--- src/rtl/core/vvs_pkg.sv ---
// Shared types, codes and reset values for the vent valve sequencer.
package vvs_pkg;

    localparam int unsigned STAGE_W = 4;
    localparam int unsigned CMD_W   = 5;
    localparam int unsigned MBAR_W  = 16;
    localparam int unsigned BR_W    = 7;
    localparam int unsigned CIDX_W  = 3;

    localparam logic [2:0] ACT_START = 3'd0;
    localparam logic [2:0] ACT_ACK   = 3'd1;
    localparam logic [2:0] ACT_PASS  = 3'd2;
    localparam logic [2:0] ACT_FAIL  = 3'd3;
    localparam logic [2:0] ACT_PRESS = 3'd4;

    localparam logic [CMD_W-1:0] CMD_NONE        = 5'd0;
    localparam logic [CMD_W-1:0] CMD_OPEN_EXH    = 5'd1;
    localparam logic [CMD_W-1:0] CMD_OPEN_SLOW   = 5'd2;
    localparam logic [CMD_W-1:0] CMD_OPEN_FLOW   = 5'd5;
    localparam logic [CMD_W-1:0] CMD_OPEN_FAST   = 5'd8;
    localparam logic [CMD_W-1:0] CMD_CLOSE_BASE  = 5'd6;
    localparam logic [CMD_W-1:0] CMD_CLOSE_FLOW  = 5'd11;
    localparam logic [CMD_W-1:0] CMD_CLOSE_FAST  = 5'd14;
    localparam logic [CMD_W-1:0] CMD_OV1_ON      = 5'd15;
    localparam logic [CMD_W-1:0] CMD_OV1_OFF     = 5'd16;
    localparam logic [CMD_W-1:0] CMD_OV2_ON      = 5'd17;
    localparam logic [CMD_W-1:0] CMD_OV2_OFF     = 5'd18;
    localparam logic [CMD_W-1:0] CMD_CLOSE_ALL   = 5'd19;

    localparam logic [1:0] ST_IDLE = 2'd0;
    localparam logic [1:0] ST_RUN  = 2'd1;
    localparam logic [1:0] ST_DONE = 2'd2;
    localparam logic [1:0] ST_FAIL = 2'd3;

    localparam logic [STAGE_W-1:0] STAGE_EXH   = 4'd1;
    localparam logic [STAGE_W-1:0] STAGE_SLOW2 = 4'd2;
    localparam logic [STAGE_W-1:0] STAGE_FIRST = 4'd3;
    localparam logic [STAGE_W-1:0] STAGE_FLOW1 = 4'd8;
    localparam logic [STAGE_W-1:0] STAGE_FLOW2 = 4'd9;

    localparam logic [CIDX_W-1:0] REG_BRANCH   = 3'd0;
    localparam logic [CIDX_W-1:0] REG_ATM_HI   = 3'd1;
    localparam logic [CIDX_W-1:0] REG_ATM_LO   = 3'd2;
    localparam logic [CIDX_W-1:0] REG_FAST_HI  = 3'd3;
    localparam logic [CIDX_W-1:0] REG_FAST_LO  = 3'd4;

    localparam logic [MBAR_W-1:0] ATM_HI_RST  = 16'd1100;
    localparam logic [MBAR_W-1:0] ATM_LO_RST  = 16'd950;
    localparam logic [MBAR_W-1:0] FAST_HI_RST = 16'd1500;
    localparam logic [MBAR_W-1:0] FAST_LO_RST = 16'd500;

    typedef enum logic [15:0] {
        PH_IDLE       = 16'b0000_0000_0000_0001,
        PH_DONE       = 16'b0000_0000_0000_0010,
        PH_FAILED     = 16'b0000_0000_0000_0100,
        PH_ACK_OPEN   = 16'b0000_0000_0000_1000,
        PH_CHK_OPEN   = 16'b0000_0000_0001_0000,
        PH_PRESSURE   = 16'b0000_0000_0010_0000,
        PH_ACK_FOPEN  = 16'b0000_0000_0100_0000,
        PH_ACK_FCLOSE = 16'b0000_0000_1000_0000,
        PH_ACK_CLOSE  = 16'b0000_0001_0000_0000,
        PH_CHK_CLOSE  = 16'b0000_0010_0000_0000,
        PH_ACK_OVON   = 16'b0000_0100_0000_0000,
        PH_CHK_OVON   = 16'b0000_1000_0000_0000,
        PH_ACK_OVOFF  = 16'b0001_0000_0000_0000,
        PH_CHK_OVOFF  = 16'b0010_0000_0000_0000,
        PH_ACK_EXH    = 16'b0100_0000_0000_0000,
        PH_CHK_EXH    = 16'b1000_0000_0000_0000
    } phase_t;

    typedef struct packed {
        logic [2:0]        action;
        logic [MBAR_W-1:0] pressure_mbar;
    } vvs_in_t;

    typedef struct packed {
        logic [CMD_W-1:0]   command;
        logic [1:0]         status;
        logic [STAGE_W-1:0] current_stage;
    } vvs_out_t;

    typedef struct packed {
        logic [BR_W-1:0]   branch_enables;
        logic [MBAR_W-1:0] atm_high_mbar;
        logic [MBAR_W-1:0] atm_low_mbar;
        logic [MBAR_W-1:0] fast_high_mbar;
        logic [MBAR_W-1:0] fast_low_mbar;
    } vvs_cfg_t;

    typedef struct packed {
        logic [STAGE_W-1:0] stage;
        phase_t             phase;
        logic               fast_open;
    } vvs_state_t;

endpackage

--- src/rtl/core/vvs_cfg_regs.sv ---
// Configuration register file for the vent valve sequencer.
module vvs_cfg_regs
    import vvs_pkg::*;
(
    input  logic              clk,
    input  logic              rst_n,
    input  logic              wr_en,
    input  logic [CIDX_W-1:0] wr_index,
    input  logic [MBAR_W-1:0] wr_data,
    output vvs_cfg_t          cfg
);

    vvs_cfg_t cfg_reg;
    vvs_cfg_t cfg_next;

    always_comb
    begin
        cfg_next = cfg_reg;
        if (wr_en)
        begin
            case (wr_index)
                REG_BRANCH:  cfg_next.branch_enables = wr_data[BR_W-1:0];
                REG_ATM_HI:  cfg_next.atm_high_mbar  = wr_data;
                REG_ATM_LO:  cfg_next.atm_low_mbar   = wr_data;
                REG_FAST_HI: cfg_next.fast_high_mbar = wr_data;
                REG_FAST_LO: cfg_next.fast_low_mbar  = wr_data;
                default:     cfg_next = cfg_reg;
            endcase
        end
    end

    always_ff @(posedge clk or negedge rst_n)
    begin
        if (!rst_n)
        begin
            cfg_reg.branch_enables <= '0;
            cfg_reg.atm_high_mbar  <= ATM_HI_RST;
            cfg_reg.atm_low_mbar   <= ATM_LO_RST;
            cfg_reg.fast_high_mbar <= FAST_HI_RST;
            cfg_reg.fast_low_mbar  <= FAST_LO_RST;
        end
        else
        begin
            cfg_reg <= cfg_next;
        end
    end

    assign cfg = cfg_reg;

endmodule

--- src/rtl/core/vvs_step.sv ---
// Next-state and command logic for one sequencer event.
module vvs_step
    import vvs_pkg::*;
(
    input  vvs_state_t st,
    input  vvs_cfg_t   cfg,
    input  vvs_in_t    item,
    output vvs_state_t st_next,
    output vvs_out_t   result
);

    typedef struct packed {
        logic [STAGE_W-1:0] stage;
        phase_t             phase;
        logic [CMD_W-1:0]   cmd;
    } pick_t;

    function automatic pick_t pick_next(input logic [STAGE_W-1:0] s,
                                        input logic [BR_W-1:0]    en);
        pick_t              p;
        logic               found;
        logic [STAGE_W-1:0] ns;
        found = 1'b0;
        ns    = '0;
        for (int k = BR_W - 1; k >= 0; k--)
        begin
            if (en[k] && (STAGE_W'(k) + STAGE_FIRST > s))
            begin
                found = 1'b1;
                ns    = STAGE_W'(k) + STAGE_FIRST;
            end
        end
        if (s == '0)
        begin
            p.stage = STAGE_EXH;
            p.phase = PH_ACK_EXH;
            p.cmd   = CMD_OPEN_EXH;
        end
        else if (s == STAGE_EXH)
        begin
            p.stage = STAGE_SLOW2;
            p.phase = PH_ACK_OPEN;
            p.cmd   = CMD_OPEN_SLOW;
        end
        else if (found && s < STAGE_FLOW2)
        begin
            p.stage = ns;
            if (ns == STAGE_FLOW1)
            begin
                p.phase = PH_ACK_OVON;
                p.cmd   = CMD_OV1_ON;
            end
            else if (ns == STAGE_FLOW2)
            begin
                p.phase = PH_ACK_OVON;
                p.cmd   = CMD_OV2_ON;
            end
            else
            begin
                p.phase = PH_ACK_OPEN;
                p.cmd   = {1'b0, ns};
            end
        end
        else
        begin
            p.stage = '0;
            p.phase = PH_DONE;
            p.cmd   = CMD_CLOSE_ALL;
        end
        return p;
    endfunction

    function automatic logic [CMD_W-1:0] close_cmd(input logic [STAGE_W-1:0] s);
        logic [CMD_W-1:0] c;
        c = CMD_NONE;
        if (s inside {[STAGE_FIRST:STAGE_FIRST + 4'd4]})
        begin
            c = {1'b0, s} + CMD_CLOSE_BASE;
        end
        else if (s == STAGE_FLOW1 || s == STAGE_FLOW2)
        begin
            c = CMD_CLOSE_FLOW;
        end
        return c;
    endfunction

    pick_t            pick;
    vvs_state_t       ns;
    logic [CMD_W-1:0] cmd;
    logic             is_check;
    logic             is_atm;
    logic             is_wide;

    always_comb
    begin
        ns       = st;
        cmd      = CMD_NONE;
        is_check = st.phase inside {PH_CHK_OPEN, PH_CHK_CLOSE, PH_CHK_OVON,
                                    PH_CHK_OVOFF, PH_CHK_EXH};
        is_atm   = item.pressure_mbar < cfg.atm_high_mbar &&
                   item.pressure_mbar > cfg.atm_low_mbar;
        is_wide  = item.pressure_mbar < cfg.fast_high_mbar &&
                   item.pressure_mbar > cfg.fast_low_mbar;
        pick     = pick_next(st.stage, cfg.branch_enables);

        case (item.action)
            ACT_START:
            begin
                if (st.phase inside {PH_IDLE, PH_DONE, PH_FAILED})
                begin
                    pick         = pick_next('0, cfg.branch_enables);
                    ns.stage     = pick.stage;
                    ns.phase     = pick.phase;
                    ns.fast_open = 1'b0;
                    cmd          = pick.cmd;
                end
            end
            ACT_ACK:
            begin
                case (st.phase)
                    PH_ACK_EXH:   ns.phase = PH_CHK_EXH;
                    PH_ACK_OPEN:  ns.phase = PH_CHK_OPEN;
                    PH_ACK_FOPEN: ns.phase = PH_PRESSURE;
                    PH_ACK_FCLOSE:
                    begin
                        if (st.stage <= STAGE_SLOW2)
                        begin
                            ns.stage     = pick.stage;
                            ns.phase     = pick.phase;
                            ns.fast_open = 1'b0;
                            cmd          = pick.cmd;
                        end
                        else
                        begin
                            cmd      = close_cmd(st.stage);
                            ns.phase = PH_ACK_CLOSE;
                        end
                    end
                    PH_ACK_CLOSE: ns.phase = PH_CHK_CLOSE;
                    PH_ACK_OVON:  ns.phase = PH_CHK_OVON;
                    PH_ACK_OVOFF: ns.phase = PH_CHK_OVOFF;
                    default:      ns = st;
                endcase
            end
            ACT_PASS:
            begin
                case (st.phase)
                    PH_CHK_EXH:
                    begin
                        cmd      = CMD_OPEN_SLOW;
                        ns.phase = PH_ACK_OPEN;
                    end
                    PH_CHK_OPEN: ns.phase = PH_PRESSURE;
                    PH_CHK_CLOSE:
                    begin
                        if (st.stage == STAGE_FLOW1)
                        begin
                            cmd      = CMD_OV1_OFF;
                            ns.phase = PH_ACK_OVOFF;
                        end
                        else if (st.stage == STAGE_FLOW2)
                        begin
                            cmd      = CMD_OV2_OFF;
                            ns.phase = PH_ACK_OVOFF;
                        end
                        else
                        begin
                            ns.stage     = pick.stage;
                            ns.phase     = pick.phase;
                            ns.fast_open = 1'b0;
                            cmd          = pick.cmd;
                        end
                    end
                    PH_CHK_OVON:
                    begin
                        cmd      = CMD_OPEN_FLOW;
                        ns.phase = PH_ACK_OPEN;
                    end
                    PH_CHK_OVOFF:
                    begin
                        ns.stage     = pick.stage;
                        ns.phase     = pick.phase;
                        ns.fast_open = 1'b0;
                        cmd          = pick.cmd;
                    end
                    default: ns = st;
                endcase
            end
            ACT_FAIL:
            begin
                if (is_check)
                begin
                    cmd      = CMD_CLOSE_ALL;
                    ns.phase = PH_FAILED;
                end
            end
            ACT_PRESS:
            begin
                if (st.phase == PH_PRESSURE)
                begin
                    if (is_atm)
                    begin
                        cmd      = CMD_CLOSE_FAST;
                        ns.phase = PH_ACK_FCLOSE;
                    end
                    else if (is_wide && !st.fast_open)
                    begin
                        cmd          = CMD_OPEN_FAST;
                        ns.fast_open = 1'b1;
                        ns.phase     = PH_ACK_FOPEN;
                    end
                end
            end
            default: ns = st;
        endcase
    end

    always_comb
    begin
        st_next              = ns;
        result.command       = cmd;
        result.current_stage = ns.stage;
        case (ns.phase)
            PH_IDLE:   result.status = ST_IDLE;
            PH_DONE:   result.status = ST_DONE;
            PH_FAILED: result.status = ST_FAIL;
            default:   result.status = ST_RUN;
        endcase
    end

endmodule

--- src/rtl/core/vent_valve_sequencer.sv ---
// Vent valve sequencer top level: input register, event step logic and result register.
// Each accepted event item yields exactly one result item carrying the valve command,
// the run status and the stage after the event. An item is captured in the input
// register and is then evaluated by combinational step logic against the sequencer
// state and written to the result register, so the block takes one item per cycle
// while the result side keeps up; a stalled result holds the input register, and the
// input side stalls only once both registers are full. Configuration writes are
// always ready and take effect at the next cycle.
module vent_valve_sequencer
    import vvs_pkg::*;
(
    input  logic              clk,
    input  logic              rst_n,
    input  logic              in_valid,
    output logic              in_ready,
    input  vvs_in_t           in_item,
    output logic              out_valid,
    input  logic              out_ready,
    output vvs_out_t          out_item,
    input  logic              cfg_valid,
    output logic              cfg_ready,
    input  logic [CIDX_W-1:0] cfg_index,
    input  logic [MBAR_W-1:0] cfg_data
);

    vvs_cfg_t   cfg;
    vvs_state_t state_reg;
    vvs_state_t state_next;
    vvs_out_t   step_result;

    logic       s1_valid_reg;
    logic       s1_valid_next;
    vvs_in_t    s1_item_reg;
    logic       s1_fire;
    logic       in_fire;

    logic       out_valid_reg;
    logic       out_valid_next;
    vvs_out_t   out_item_reg;

    assign cfg_ready = 1'b1;

    vvs_cfg_regs u_cfg (
        .clk      (clk),
        .rst_n    (rst_n),
        .wr_en    (cfg_valid & cfg_ready),
        .wr_index (cfg_index),
        .wr_data  (cfg_data),
        .cfg      (cfg)
    );

    vvs_step u_step (
        .st      (state_reg),
        .cfg     (cfg),
        .item    (s1_item_reg),
        .st_next (state_next),
        .result  (step_result)
    );

    assign s1_fire        = s1_valid_reg && (!out_valid_reg || out_ready);
    assign in_ready       = !s1_valid_reg || s1_fire;
    assign in_fire        = in_valid && in_ready;
    assign s1_valid_next  = in_fire || (s1_valid_reg && !s1_fire);
    assign out_valid_next = s1_fire || (out_valid_reg && !out_ready);

    always_ff @(posedge clk or negedge rst_n)
    begin
        if (!rst_n)
        begin
            s1_valid_reg    <= 1'b0;
            out_valid_reg   <= 1'b0;
            state_reg.stage <= '0;
            state_reg.phase <= PH_IDLE;
            state_reg.fast_open <= 1'b0;
        end
        else
        begin
            s1_valid_reg  <= s1_valid_next;
            out_valid_reg <= out_valid_next;
            if (s1_fire)
            begin
                state_reg <= state_next;
            end
        end
    end

    always_ff @(posedge clk)
    begin
        if (in_fire)
        begin
            s1_item_reg <= in_item;
        end
        if (s1_fire)
        begin
            out_item_reg <= step_result;
        end
    end

    assign out_valid = out_valid_reg;
    assign out_item  = out_item_reg;

    a_done_stage_zero: assert property (@(posedge clk) disable iff (!rst_n)
        out_valid && out_item.status == ST_DONE |-> out_item.current_stage == '0)
        else $error("finished result with nonzero stage");

    a_run_stage_range: assert property (@(posedge clk) disable iff (!rst_n)
        out_valid && out_item.status == ST_RUN |->
            out_item.current_stage >= STAGE_EXH && out_item.current_stage <= STAGE_FLOW2)
        else $error("running result with stage out of range");

    a_fire_gives_result: assert property (@(posedge clk) disable iff (!rst_n)
        s1_fire |=> out_valid)
        else $error("evaluated item produced no result");

    a_fast_flag_set: assert property (@(posedge clk) disable iff (!rst_n)
        s1_fire && step_result.command == CMD_OPEN_FAST |=> state_reg.fast_open)
        else $error("fast exhaust opened without flag");

endmodule

--- config.mk ---
export PLATFORM = sky130hd
export DESIGN_NAME = vent_valve_sequencer
export DESIGN_NICKNAME = d
export VERILOG_FILES = /design/src/rtl/core/vvs_pkg.sv /design/src/rtl/core/vvs_cfg_regs.sv /design/src/rtl/core/vvs_step.sv /design/src/rtl/core/vent_valve_sequencer.sv
export SDC_FILE = /design/constraint.sdc
export NUM_CORES = 1
export LEC_CHECK = 0
export ABC_AREA = 1
export BUFFER_PORTS_ARGS = -buffer_cell sky130_fd_sc_hd__buf_2
export CORE_ASPECT_RATIO = 1.5
export CORE_UTILIZATION = 50
export CTS_CLUSTER_SIZE = 20
export DETAILED_ROUTE_END_ITERATION = 6
export GPL_ROUTABILITY_DRIVEN = 0
export MAX_ROUTING_LAYER = met4
export PLACE_DENSITY = 0.68
export SYNTH_ARGS = -nofsm -noshare
export SYNTH_HDL_FRONTEND = slang
export SYNTH_SLANG_ARGS = --single-unit
--- constraint.sdc ---
create_clock -name clk -period 3.99 [get_ports clk]
set_input_delay 0.5985 -clock clk [delete_from_list [all_inputs] [get_ports clk]]
set_output_delay 0.5985 -clock clk [all_outputs]
set_load 0.01 [all_outputs]
==> flow_summary.ini, run 1 <==
[die]
core_area_mm2 = 0.0162
die_w_um = 107
rows = 57
num_io_pins = 57
die-area_mm2 = 0.0171
chipHeight_um = 160
initial_core_util = 0.512

[job]
max-cap-violations = 0

[sta]
tightestPinTransition_ns = 1.17
finalSetupViolCount = 0
fmax_mhz = 340
period_minus_slack_ns = 2.94
finalHoldViolCount = 0
finalCritPeriodShare = 0.736
skew_ns = 0.0125
holdWs_ns = 0.179
rsz0062_at_grt = no
fin_ws_ns = 1.05
fin_tns_setup_ns = 0
slew_violations = 0
relSlewSlack = 0.220

[final_layout]
largest_reg_flops = 71
diodes = 0
layout-drive-gt1-share = 0.148
syn2layout_area_growth_pct = 12.6
num-nets-final = 1268
nFillCells = 1519

[grt]
grt_util_met1 = 0.287
track_usage = 0.272
top_usage_layer = met2
grtUsageMet2 = 0.467
grt_overflow = 0
grt_max_degree = 47
grt_pass1_vias = 7188
grt_pass1_wl_mm = 34.6
grtUsageMet3 = 0.0478
antenna_found_initial = 0

[synthesis]
yosysWarningCount = 0
yosys-top-cells-count = nand2_1 (296), inv_1 (160), o21ai_0 (110)
yosysSeqAreaShare = 0.396
ys_ff_latch = 124
netlist_area_mm2 = 0.00829
synthTopCellsByArea = dfrtp_1 (21%), nand2_1 (13%), edfxtp_1 (11%), ha_1 (10%), dfstp_2 (7.9%)
yosysTopAreaCellShare = 0.208
ys.flop_type = dfrtp_1
synth_top_area_cell = dfrtp_1
synth_cells = 1104
synth_cell_types = 51
synth_most_common_cell = nand2_1
async_flop_share = 0.758
synthesis.nets = 1213
synth_enable_flop_cells = 30
avgSynthCellArea_um2 = 7.50

[placement]
preCtsSetupSlack_ns = 1.13
hpwl_mm = 15.7
port_buffers = 55

[hold_path]
holdCritPathClass = primary input to async pin

[routing]
wl_per_cell_um = 15.3
drt-pass1-iter-count = 5
route.detailed.drc = 0
ant_nets = 0
viasPerCell = 5.28
vias = 7271
drt_iter0_markers = 407
wirelength_mm = 21.1

[clocking]
clock-root-buffer = clkbuf_16
cts_tree = yes
cts_setup_buffers = 0
clk_latency_ns = 0.43
clock-sinks = 124
holdBufCountCts = 0
htree_levels = 4
clk_path_buf_depth = 2
clk_pin_slew_ns = 0.06
cts_made_buffers = 17
cts-resized-gates = 0

[power_and_ir_drop]
power.density_mw_per_mm2 = 567
ir_drop_mv = 0.306
p_leak_nw = 4.62

[outcome]
status = complete, no violations

[critical_path]
arrival_ns = 3.12
start_kind = register
critPathMaxFanout = 4
critical_path_class = register to register
crit_path_end_kind = register
cp_data_required_time_ns = 4.17
through the flow:
| stage | instances | cell area [um^2] | power [mW] | util |
|---|---|---|---|---|
| after floorplan | 1104 | 8290 | 3.25 | - |
| after detailed placement | 1346 | 8740 | 3.71 | 0.540 |
| after global placement | 1346 | 8740 | 3.68 | 0.540 |
| after CTS | 1378 | 9330 | 5.29 | 0.576 |
| final | 1378 | 9330 | 5.30 | 0.576 |
| after global routing | 1378 | 9330 | 5.66 | 0.576 |
critical path: stages (launching register included):
cell,delay (ns)
edfxtp_1,0.47
ha_1,0.34
nand2_1,0.08
nor4_1,0.47
nand2_1,0.09
nand2_1,0.07
nand2_1,0.06
nor2_1,0.23
nand3_1,0.31
nand3_1,0.15
nand2_1,0.06
nand2_1,0.09
nor2_1,0.05
nand2_1,0.09
inv_1,0.04
nand2_1,0.05
nor2_1,0.04
layer usage:
layer  vias up  wire [um]  share of wire
li1       3708          -              -
met1      3288       8320           0.39
met2       193      10900           0.51
met3        82        799          0.038
met4         0       1130          0.054
met5         -          0              0
cells in the final DEF (no fill, tap or decap), types with 3 or more instances in the layout:
cell type,Yosys,layout
nand2_4,5,5
nor3_2,5,5
buf_2,4,54
nand2_2,9,9
inv_1,160,160
nor2_1,93,93
nor2_4,4,4
a21oi_1,48,48
o211ai_1,3,3
o21ai_1,4,4
inv_2,11,11
a31oi_1,4,4
nor2_2,10,10
dfrtp_1,69,69
nand3_2,5,5
dfstp_2,25,25
edfxtp_1,30,30
clkinv_4,0,3
nor3_1,14,14
o21ai_0,110,110
clkinvlp_4,0,4
inv_6,0,4
nand2_1,296,296
buf_4,2,5
nand4_1,14,14
nand3_1,65,65
ha_1,66,66
o21a_1,4,4
clkbuf_16,0,17
report_power, final:
part           leakage (nW)  internal [mW]  total [mW]  switching (mW)
combinational          2.92          0.637        1.96            1.32
clock                 0.276          0.933        1.57           0.640
sequential             1.43           1.57        1.77           0.200
path summary, 6_finish.rpt:
path                            slack [ns]                 startpoint                        end  cells past startpoint
worst max-delay path                  1.05  s1_item_reg[15]$_DFFE_PP_      out_item[5]$_DFFE_PP_                     16
min in group clk                      0.34                 in_item[4]   s1_item_reg[4]$_DFFE_PP_                      1
worst min-delay path                  0.18                      rst_n  state_reg[17]$_DFFE_PN0P_                      1
worst max register to register        1.05  s1_item_reg[15]$_DFFE_PP_      out_item[5]$_DFFE_PP_                     16
worst min register to register        0.48  u_cfg.cfg[28]$_DFFE_PN0P_  u_cfg.cfg[28]$_DFFE_PN0P_                      2
max in group asynchronous             2.97                      rst_n  u_cfg.cfg[41]$_DFFE_PN1P_                      2
final cells by class:
| cell class | count | area (um^2) | share of cell area |
|---|---|---|---|
| clock buffers | 18 | 429 | 0.0460 |
| well taps | 206 | 258 | 0.0276 |
| clock inverters | 14 | 163 | 0.0174 |
| flip-flops and latches | 124 | 3280 | 0.352 |
| inverters | 171 | 642 | 0.0688 |
| multi-input cells | 786 | 4250 | 0.455 |
| repair buffers | 59 | 308 | 0.0330 |
kinds of logic (layout without fill, tap and decap cells):
kind of cell    after synthesis  in the layout  share of synthesized area
flops                       124            124                      0.396
buf+inv                     194            262                     0.0908
other cells                   1              1                   0.000453
fa+ha+maj                    66             66                     0.0997
simple gates                530            530                      0.289
compound gates              189            189                      0.124
Power figures use the tool's default switching activity.
==> inputs of run 2 (changes only) <==
Clock period 3.99 ns to 3.1 ns, I/O delays scaled along.
==> flow_summary.ini, run 2 (synthesis gave the netlist of run 1 again) <==
[final_layout]
final_cells = 1388
largest_reg_flops = 71
final_cell_mix = nand2_1 (296), inv_1 (160), o21ai_0 (110), nor2_1 (93), dfrtp_1 (69)
layout-drive-gt1-share = 0.154
diodes = 0
num-nets-final = 1278
final_common_cell = nand2_1
syn2layout_area_growth_pct = 13.5
fin_util = 0.581

[grt]
antenna_found_initial = 0
grt_max_degree = 43
grt_overflow = 0
grt_pass1_vias = 7344
grt_pass1_wl_mm = 35.7
track_usage = 0.280

[routing]
ant_nets = 0
drt-pass1-iter-count = 5
vias = 7449
viasPerCell = 5.37
wirelength_mm = 21.6
wl_per_cell_um = 15.6
route.detailed.drc = 0
drt_iter0_markers = 440

[sta]
finalCritPeriodShare = 0.869
rsz0062_at_grt = no
skew_ns = 0.0114
slew_violations = 0
finalHoldViolCount = 0
relSlewSlack = 0.314
tightestPinTransition_ns = 1.03
fin_tns_setup_ns = 0
finalSetupViolCount = 0
period_minus_slack_ns = 2.69
fmax_mhz = 371

[power_and_ir_drop]
comb_power_share = 0.374
power_frac_seq = 0.333
p_leak_nw = 4.67
p_switching_mw = 2.79
p_int_mw = 4.06
swShare = 0.408
clkPwrFrac = 0.293
finalPower_mw = 6.85
ir_drop_mv = 0.440
power.density_mw_per_mm2 = 728

[job]
max-cap-violations = 0

[critical_path]
slowest_stage = dfrtp_1
start_kind = register
cpPeakStageDelay_ns = 0.46
cp_data_required_time_ns = 3.27
arrival_ns = 2.87
crit_top_cell = nand3_1
crit_path_cell_trace = nor2_1, nand2_2, nor2_8, inv_1, nor3_1, nor3_1, nand3_1, nand3_1, nor2_1, nand3_1, inv_1, nand2_1, nor2_1, nand3_1
critPathMaxFanout = 9
critical_path_class = register to register
crit_path_end_kind = register

[clocking]
htree_levels = 4
cts_setup_buffers = 0
clk_latency_ns = 0.43
cts_made_buffers = 17
clk_path_buf_depth = 2
clock-sinks = 124
clock-root-buffer = clkbuf_16
holdBufCountCts = 0
cts_tree = yes
cts-resized-gates = 0
clk_pin_slew_ns = 0.06

[die]
rows = 57
num_io_pins = 57
chipHeight_um = 160
core_area_mm2 = 0.0162
die-area_mm2 = 0.0171
initial_core_util = 0.512
die_w_um = 107

[placement]
hpwl_mm = 16.3
port_buffers = 55
dp_cells = 1356

[hold_path]
holdCritPathClass = primary input to async pin

[outcome]
status = complete, no violations
[run 2: critical path: cells and delay by family (launching register included)]
family	cells	cell delay, ns
flip-flops	1	0.46
AND/OR/NAND/NOR	12	1.81
buffers and inverters	2	0.16
[run 2: power groups by stage]
stage               sequential (mW)  clock [mW]  combinational [mW]
floorplan                      2.22           0                1.96
global route                   2.32        2.11                2.90
detailed placement             2.30           0                2.52
finish                         2.28        2.01                2.56
CTS                            2.27        2.04                2.54
global placement               2.29           0                2.49
[run 2: final cells by class]
class | count | area [um^2]
multi-input cells | 786 | 4250
repair buffers | 69 | 383
clock inverters | 14 | 159
fillers | 1516 | 6790
clock buffers | 18 | 429
inverters | 171 | 642
flip-flops and latches | 124 | 3280
well taps | 206 | 258
[run 2: per-stage QoR]
step	hold slack [ns]	instance area (um^2)	setup WS (ns)
after floorplan	0.169	8290	0.863
after global placement	0.466	8820	0.480
after global routing	0.0669	9400	0.170
after CTS	0.0560	9400	0.456
after detailed placement	0.473	8820	0.488
final	0.0323	9400	0.407
[run 2: final timing paths]
check / startpoint / endpoint / slack [ns] / cells after the start
hold / removal: rst_n / state_reg[20]$_DFFE_PN0P_ / 0.03 / 1
setup reg to reg: state_reg[15]$_DFFE_PN0P_ / out_item[4]$_DFFE_PP_ / 0.41 / 14
max in group asynchronous: rst_n / u_cfg.cfg[58]$_DFFE_PN1P_ / 2.23 / 2
min in group clk: in_item[6] / s1_item_reg[6]$_DFFE_PP_ / 0.21 / 1
hold reg to reg: u_cfg.cfg[56]$_DFFE_PN0P_ / u_cfg.cfg[56]$_DFFE_PN0P_ / 0.48 / 2
setup / recovery: state_reg[15]$_DFFE_PN0P_ / out_item[4]$_DFFE_PP_ / 0.41 / 14
[run 2: layer usage]
layer | track usage | share of wire
met4 | 0.172 | 0.059
met5 | - | 0
met3 | 0.0510 | 0.049
met1 | 0.302 | 0.38
met2 | 0.471 | 0.51
